$ cat src/design/dmbi_pkg.sv
// Shared types and constants of the dual-mode DRAM bus interface.
// Holds the request and response structs, command codes and address windows.
// Depends on nothing; the top, the decoder and the store import it.
package dmbi_pkg;

  // Sizes of the byte store and the internal register window.
  localparam int unsigned MemBytesDefault = 2097152;
  localparam int unsigned RegCountDefault = 32;

  // Address windows on the 24-bit bus.
  localparam logic [23:0] WinLowEnd    = 24'h080000;
  localparam logic [23:0] WinHighStart = 24'h180000;
  localparam logic [23:0] WinHighEnd   = 24'h1FFC00;
  localparam logic [23:0] MregBase     = 24'h1FFFE0;
  localparam logic [23:0] SlaveEnd     = 24'h100000;
  localparam logic [23:0] SregBase     = 24'h1FFFC0;
  localparam logic [23:0] SwapOffset   = 24'h180000;
  localparam logic [2:0]  SwapLimit    = 3'd4;
  localparam logic [15:0] RegHighMask  = 16'hFF00;

  // Bus command codes.
  typedef enum logic [2:0] {
    CMD_RD_BYTE = 3'd0,
    CMD_RD_WORD = 3'd1,
    CMD_RD_LONG = 3'd2,
    CMD_WR_BYTE = 3'd3,
    CMD_WR_WORD = 3'd4,
    CMD_WR_LONG = 3'd5
  } cmd_e;

  // Access size.
  typedef enum logic [1:0] {
    SZ_BYTE = 2'd0,
    SZ_WORD = 2'd1,
    SZ_LONG = 2'd2
  } size_e;

  // One bus request.
  typedef struct packed {
    logic [2:0]  command;
    logic [23:0] address;
    logic [31:0] write_data;
  } req_t;

  // One bus response.
  typedef struct packed {
    logic [31:0] read_data;
    logic        in_range;
  } rsp_t;

  // Decoded request.
  typedef struct packed {
    logic  rd;
    logic  wr;
    logic  mem_hit;
    logic  reg_hit;
    logic  swap;
    size_e size;
  } dec_t;

endpackage

$ cat src/design/dmbi_decode.sv
// Request decoder: address windows, boot swap and physical store address.
// Depends on dmbi_pkg.
module dmbi_decode import dmbi_pkg::*; #(
  parameter int unsigned MemBytes = MemBytesDefault,
  parameter int unsigned RegCount = RegCountDefault
) (
  input  req_t                        req_i,
  input  logic                        is_master_i,
  input  logic [2:0]                  swap_cnt_i,
  output dec_t                        dec_o,
  output logic [$clog2(MemBytes)-1:0] phys_o,
  output logic [$clog2(RegCount)-1:0] reg_idx_o
);

  localparam int unsigned AW = $clog2(MemBytes);
  localparam int unsigned IW = $clog2(RegCount);

  logic [23:0] a;
  logic        rmem;
  logic        wmem;
  logic        rhit;
  logic [24:0] reg_base;
  logic        swap_ok;
  logic [23:0] swap_addr;

  assign a = req_i.address;

  // Memory windows for the current mode.
  always_comb begin
    if (is_master_i) begin
      rmem = (a < WinLowEnd) || ((a >= WinHighStart) && (a < WinHighEnd));
      wmem = (a < WinLowEnd);
    end else begin
      rmem = (a >= WinLowEnd) && (a < SlaveEnd);
      wmem = rmem;
    end
  end

  // Register window for the current mode.
  assign reg_base  = {1'b0, (is_master_i ? MregBase : SregBase)};
  assign rhit      = ({1'b0, a} >= reg_base) && ({1'b0, a} < reg_base + 25'(RegCount));
  assign reg_idx_o = IW'(a - reg_base[23:0]);

  // Boot swap redirects word and long reads until the counter reaches or passes its limit.
  assign swap_ok   = (swap_cnt_i < SwapLimit);
  assign swap_addr = a + SwapOffset;

  // Command decode.
  always_comb begin
    dec_o      = '0;
    dec_o.size = SZ_BYTE;
    phys_o     = a[AW-1:0];
    unique case (req_i.command)
      CMD_RD_BYTE: begin
        dec_o.rd      = 1'b1;
        dec_o.mem_hit = rmem;
        dec_o.reg_hit = !rmem && rhit;
      end
      CMD_RD_WORD, CMD_RD_LONG: begin
        dec_o.rd      = 1'b1;
        dec_o.size    = (req_i.command == CMD_RD_WORD) ? SZ_WORD : SZ_LONG;
        dec_o.swap    = swap_ok;
        dec_o.mem_hit = swap_ok || rmem;
        if (swap_ok) begin
          phys_o = swap_addr[AW-1:0];
        end
      end
      CMD_WR_BYTE, CMD_WR_WORD: begin
        dec_o.wr      = 1'b1;
        dec_o.size    = (req_i.command == CMD_WR_BYTE) ? SZ_BYTE : SZ_WORD;
        dec_o.mem_hit = wmem;
        dec_o.reg_hit = !wmem && rhit;
      end
      CMD_WR_LONG: begin
        dec_o.wr      = 1'b1;
        dec_o.size    = SZ_LONG;
        dec_o.mem_hit = wmem;
      end
      default: begin
        dec_o = '0;
      end
    endcase
  end

endmodule

$ cat config.mk
export PLATFORM = sky130hd
export DESIGN_NAME = dmbi_decode
export DESIGN_NICKNAME = d
export VERILOG_FILES = /design/src/design/dmbi_pkg.sv /design/src/design/dmbi_decode.sv
export SDC_FILE = /design/constraint.sdc
export NUM_CORES = 1
export LEC_CHECK = 0
export BUFFER_PORTS_ARGS = -buffer_cell sky130_fd_sc_hd__buf_2
export CAP_MARGIN = 40
export CORE_ASPECT_RATIO = 1.2
export CORE_MARGIN = 4
export CORE_UTILIZATION = 37
export DETAILED_ROUTE_END_ITERATION = 7
export GPL_TIMING_DRIVEN = 0
export MAX_ROUTING_LAYER = met4
export PLACE_DENSITY = 0.85
export SYNTH_ARGS = -nofsm -noshare
export SYNTH_HDL_FRONTEND = slang
export SYNTH_SLANG_ARGS = --single-unit
$ cat constraint.sdc
create_clock -name vclk -period 1.71
set_input_delay 0.171 -clock vclk [all_inputs]
set_output_delay 0.171 -clock vclk [all_outputs]
set_load 0.005 [all_outputs]
# ---- After elaboration in Yosys (flattened, before gate mapping)
# Cells that the tools add are included.
dict set report word_totals {
  reg_bits 0
  latch_bits 0
  ram_bits 0
  mem_bits_ro 0
  in_bits 63
  out_inout_bits 33
  elab_cells 43
  mem_count 0
}
dict set report op_classes {
  add_sub_neg 3
  n_mul 0
  div_mod_pow 0
  n_lt_le_gt_ge 8
  n_eq_ne 5
  shift 0
  n_mux 13
  bitwise 0
  n_reduce_logical 14
}
# op n
set ops {}
lappend ops {{$lt A24 B21 Y1 const B} 2}
lappend ops {{$mux W21} 2}
lappend ops {{$ge A24 B20 Y1 const B} 1}
lappend ops {{$ge A24 B21 Y1} 1}
lappend ops {{$ge A24 B21 Y1 const B} 1}
lappend ops {{$lt A24 B20 Y1 const B} 1}
lappend ops {{$lt A24 B22 Y1} 1}
lappend ops {{$add A21 B6 Y22 const B} 1}
lappend ops {{$add A21 B21 Y21 const B} 1}
lappend ops {{$eq A3 B2 Y1 const B} 2}
lappend ops {{$eq A3 B3 Y1 const B} 2}
lappend ops {{$mux W1} 6}
lappend ops {{$mux W6} 1}
lappend ops {{$pmux W2 S3} 1}
lappend ops {{$reduce_or A3 Y1} 2}
lappend ops {{$logic_and A1 B1 Y1} 5}
lappend ops {{$sub A5 B5 Y5} 1}
lappend ops {{$reduce_or A2 Y1} 2}
lappend ops {{$eq A3 B1 Y1 const B} 1}
lappend ops {{$logic_not A3 Y1} 1}
lappend ops {{$lt A3 B3 Y1 const B} 1}
lappend ops {{$pmux W1 S3} 1}
lappend ops {{$logic_not A1 Y1} 2}
lappend ops {{$logic_or A1 B1 Y1} 2}
lappend ops {{2 further kinds} 2}

# ---- Longest topological paths before layout
dict set report logic_depth {
  ltp_word 7
  ltp_mapped 6
  depth_no_buf 6
}

# ---- Worst setup path before layout
# OpenSTA, ideal clock, no wires.
dict set report synth_timing {
  kind {in2out}
  from {in is_master_i}
  to {out dec_o[3] (netlist bit)}
  arrival_ps 1349
  required_time_ps 1539
  setup_slack_ps 190
  path_stages 6
  path_buffers 0
  cell_sequence {inv_1 ha_1 nand2_1 or4_4 a311oi_2 nor4_2}
}
# element line_no
set synth_rtl {}
lappend synth_rtl {{from (decl)} dmbi_decode.sv:8} ;# input logic is_master_i,
lappend synth_rtl {{to (decl)} dmbi_decode.sv:10} ;# output dec_t dec_o,

==> impl_metrics.env <==
export IMPL_status="finished, violations left"
export IMPL_violations="negative setup slack"
export IMPL_wl_um=2678
export IMPL_synth_avg_cell_area_um2=7.603
export IMPL_grt_max_degree=11
export IMPL_netlist_area_leader_share_pct=28.13
export IMPL_drive_gt1_share_pct=57.78
export IMPL_arrival_ns=1.60
export IMPL_seq_power_share_pct=0
export IMPL_fin_setup_tns_ns=-0.05714
export IMPL_cp_top_family="simple AND/OR/NAND/NOR gates"
export IMPL_cts_hold_repair_buffers=0
export IMPL_finalSetupViolations=1
export IMPL_overflow=0
export IMPL_grt_usage_pct=16.74
export IMPL_p_per_area_mw_per_mm2=233.6
export IMPL_max_freq_mhz=565.9
export IMPL_core_area_mm2=0.002306
export IMPL_vias_per_cell=5.085
export IMPL_fp_dieArea_mm2=0.003256
export IMPL_nClkBuffers=0
export IMPL_grt_pass1_vias=1047
export IMPL_p_leak_uw=0.0007092
export IMPL_syn_num_nets=200
export IMPL_synth_cells=117
export IMPL_crit_chain="buf_12 > ha_4 > nand4_1 > or4_4 > a311oi_2 > nor4_2 > buf_2"
export IMPL_fp_dieW_um=52.76
export IMPL_use_met1_pct=20.26
export IMPL_cp_start_kind="input pin"
export IMPL_period_needed_ns=1.767
export IMPL_worstPathRequired_ns=1.54
export IMPL_multiInputGateArea_um2=769.5
export IMPL_io_pins=96
export IMPL_synth_area_um2=889.6
export IMPL_path_buf_inv=2
export IMPL_synth_warnings=0
export IMPL_drv_cap=0
export IMPL_internal_power_uw=178.4
export IMPL_p_sw_uw=149.0
export IMPL_hold_path_class="in -> out"
export IMPL_path_max_fanout=8
export IMPL_crit_path_end="dec_o[3]"
export IMPL_dp_hpwl_um=2060
export IMPL_hold_path_depth=3
export IMPL_seq_cell_count=0
export IMPL_syn_to_final_growth_pct=57.52
export IMPL_switching_share_pct=45.50
export IMPL_period_share_pct=103.3
export IMPL_synth_common_cells="buf_4, ha_1, nand4_1"
export IMPL_crit_slowest_cell="or4_4"
export IMPL_floorplan_initialDensity_pct=38.58
export IMPL_dr_first_iter_drc_count=4
export IMPL_die_y_um=61.72
export IMPL_yosysTopAreaCell="ha_1"
export IMPL_rsz0062_at_grt="yes"
export IMPL_met3_usage_pct=0.7160
export IMPL_final_nets=265
export IMPL_worst_pin_slew_ns=0.3645
export IMPL_busiest_layer="met2"
export IMPL_synth_area_top_cells="ha_1, buf_4, nand4_1, a21oi_1, nand2_1"
export IMPL_hold_viol=0
export IMPL_instances_no_fill=211
export IMPL_final_setup_worst_slack_ns=-0.05714
export IMPL_synth_most_common_cell="buf_4"
export IMPL_startpoint="is_master_i"
export IMPL_pwr_share_comb_pct=100.0
export IMPL_portBuffers=59
export IMPL_insertedDiodeCount=0
export IMPL_gr_usage_met2_pct=31.03
export IMPL_drt_first_pass_iters=4
export IMPL_avgRoutedWirePerCell_um=12.69
export IMPL_drc=0
export IMPL_endpoint_kind="output pin"
export IMPL_num_vias=1073
export IMPL_rows=19
export IMPL_seqCellArea_um2=0
export IMPL_criticalPathCategory="in -> out"
export IMPL_gp_congestion=0.8613
export IMPL_dp_cells=207
export IMPL_grt_pass1_wl_um=4215
export IMPL_post_synth_num_cell_types=30
export IMPL_critical_path_max_stage_delay_ns=0.50
export IMPL_max_slew_margin_pct=75.51
export IMPL_antenna_found_initial=0
export IMPL_cp_depth=7
export IMPL_clkPwrFrac_pct=0
export IMPL_seq_area_frac_synth_pct=0
export IMPL_antenna_left=0
export IMPL_ir_drop_uv=159.6
export IMPL_fill_cells=210
export IMPL_drv_slew=0
-- power by group through the flow --
| stage | sequential (uW) | clock (uW) | combinational (uW) |
|---|---|---|---|
| after global placement | 0 | 0 | 266 |
| after detailed placement | 0 | 0 | 274 |
| after floorplan | 0 | 0 | 152 |
| after global routing | 0 | 0 | 365 |
| after CTS | 0 | 0 | 319 |
| final | 0 | 0 | 327 |
-- through the flow --
step | worst slack [ns] | power [uW] | cell area (um2) | utilization [%] | hold slack [ns]
floorplan | 0.1899 | 152.0 | 889.6 | - | 0.3848
global placement | -0.4623 | 266.4 | 1224 | 53.07 | 0.6051
detailed placement | -0.4889 | 273.5 | 1224 | 53.07 | 0.6059
CTS | -0.02339 | 318.6 | 1386 | 60.12 | 0.6067
global route | -0.1028 | 364.9 | 1401 | 60.77 | 0.6269
finish | -0.05714 | 327.4 | 1401 | 60.77 | 0.6067
-- placed cells by master, fill, tap and decap left out, types with 2 or more instances in the layout --
master    count
a211o_1       2
nand4_1       9
nand2_1       7
o21a_1        3
inv_1         3
buf_2        58
nor2_1        3
a21o_1        3
xnor2_1       2
o22ai_1       2
buf_4        28
ha_4          5
nor4_1        3
nor3_1        5
a21oi_1       8
ha_1         14
buf_6         2
o211ai_1      2
and3b_1       2
-- cell families after synthesis --
kind of cell / Yosys count / synth area share [%]
and+or+nand+nor: 39 / 26.86
buffers and inverters: 31 / 23.63
adders and majority gates: 20 / 28.13
xor gates and xnor gates: 3 / 2.954
AOI/OAI and AO/OA: 24 / 18.42
-- routing by layer --
metal / up-vias / share of wire (%)
met5: - / 0
met4: 0 / 1.7
met3: 6 / 6.3
met2: 45 / 51
met1: 472 / 41
li1: 550 / -
-- cell type report --
| cell class | count | share of cell area [%] |
|---|---|---|
| buffer | 27 | 13.93 |
| multi-input combinational | 86 | 54.91 |
| timing repair buffer | 63 | 27.14 |
| tap | 31 | 2.768 |
| inverter | 4 | 1.250 |
-- worst min-delay path by stage --
stage | end | slack [ns] | from
2_1_floorplan | dec_o[2] | 0.38 | swap_cnt_i[2]
6_report | dec_o[2] | 0.61 | swap_cnt_i[2]
4_1_cts | dec_o[2] | 0.61 | swap_cnt_i[2]
5_1_grt | dec_o[2] | 0.63 | swap_cnt_i[2]
3_5_place_dp | dec_o[2] | 0.61 | swap_cnt_i[2]
3_3_place_gp | dec_o[2] | 0.61 | swap_cnt_i[2]
-- worst min-delay path, cell delays in order --
cell	delay [ns]
buf_2	0.08
nor3_2	0.06
buf_2	0.12
-- timing repair --
item | CTS | global route
endpoints found under the setup margin | 1 | 2
setup buffers | 3 | 0
gates cloned | 1 | 0
pin swaps | 11 | 1
resized for setup | 19 | 3
Note: power is estimated with default switching activity, not from simulation.
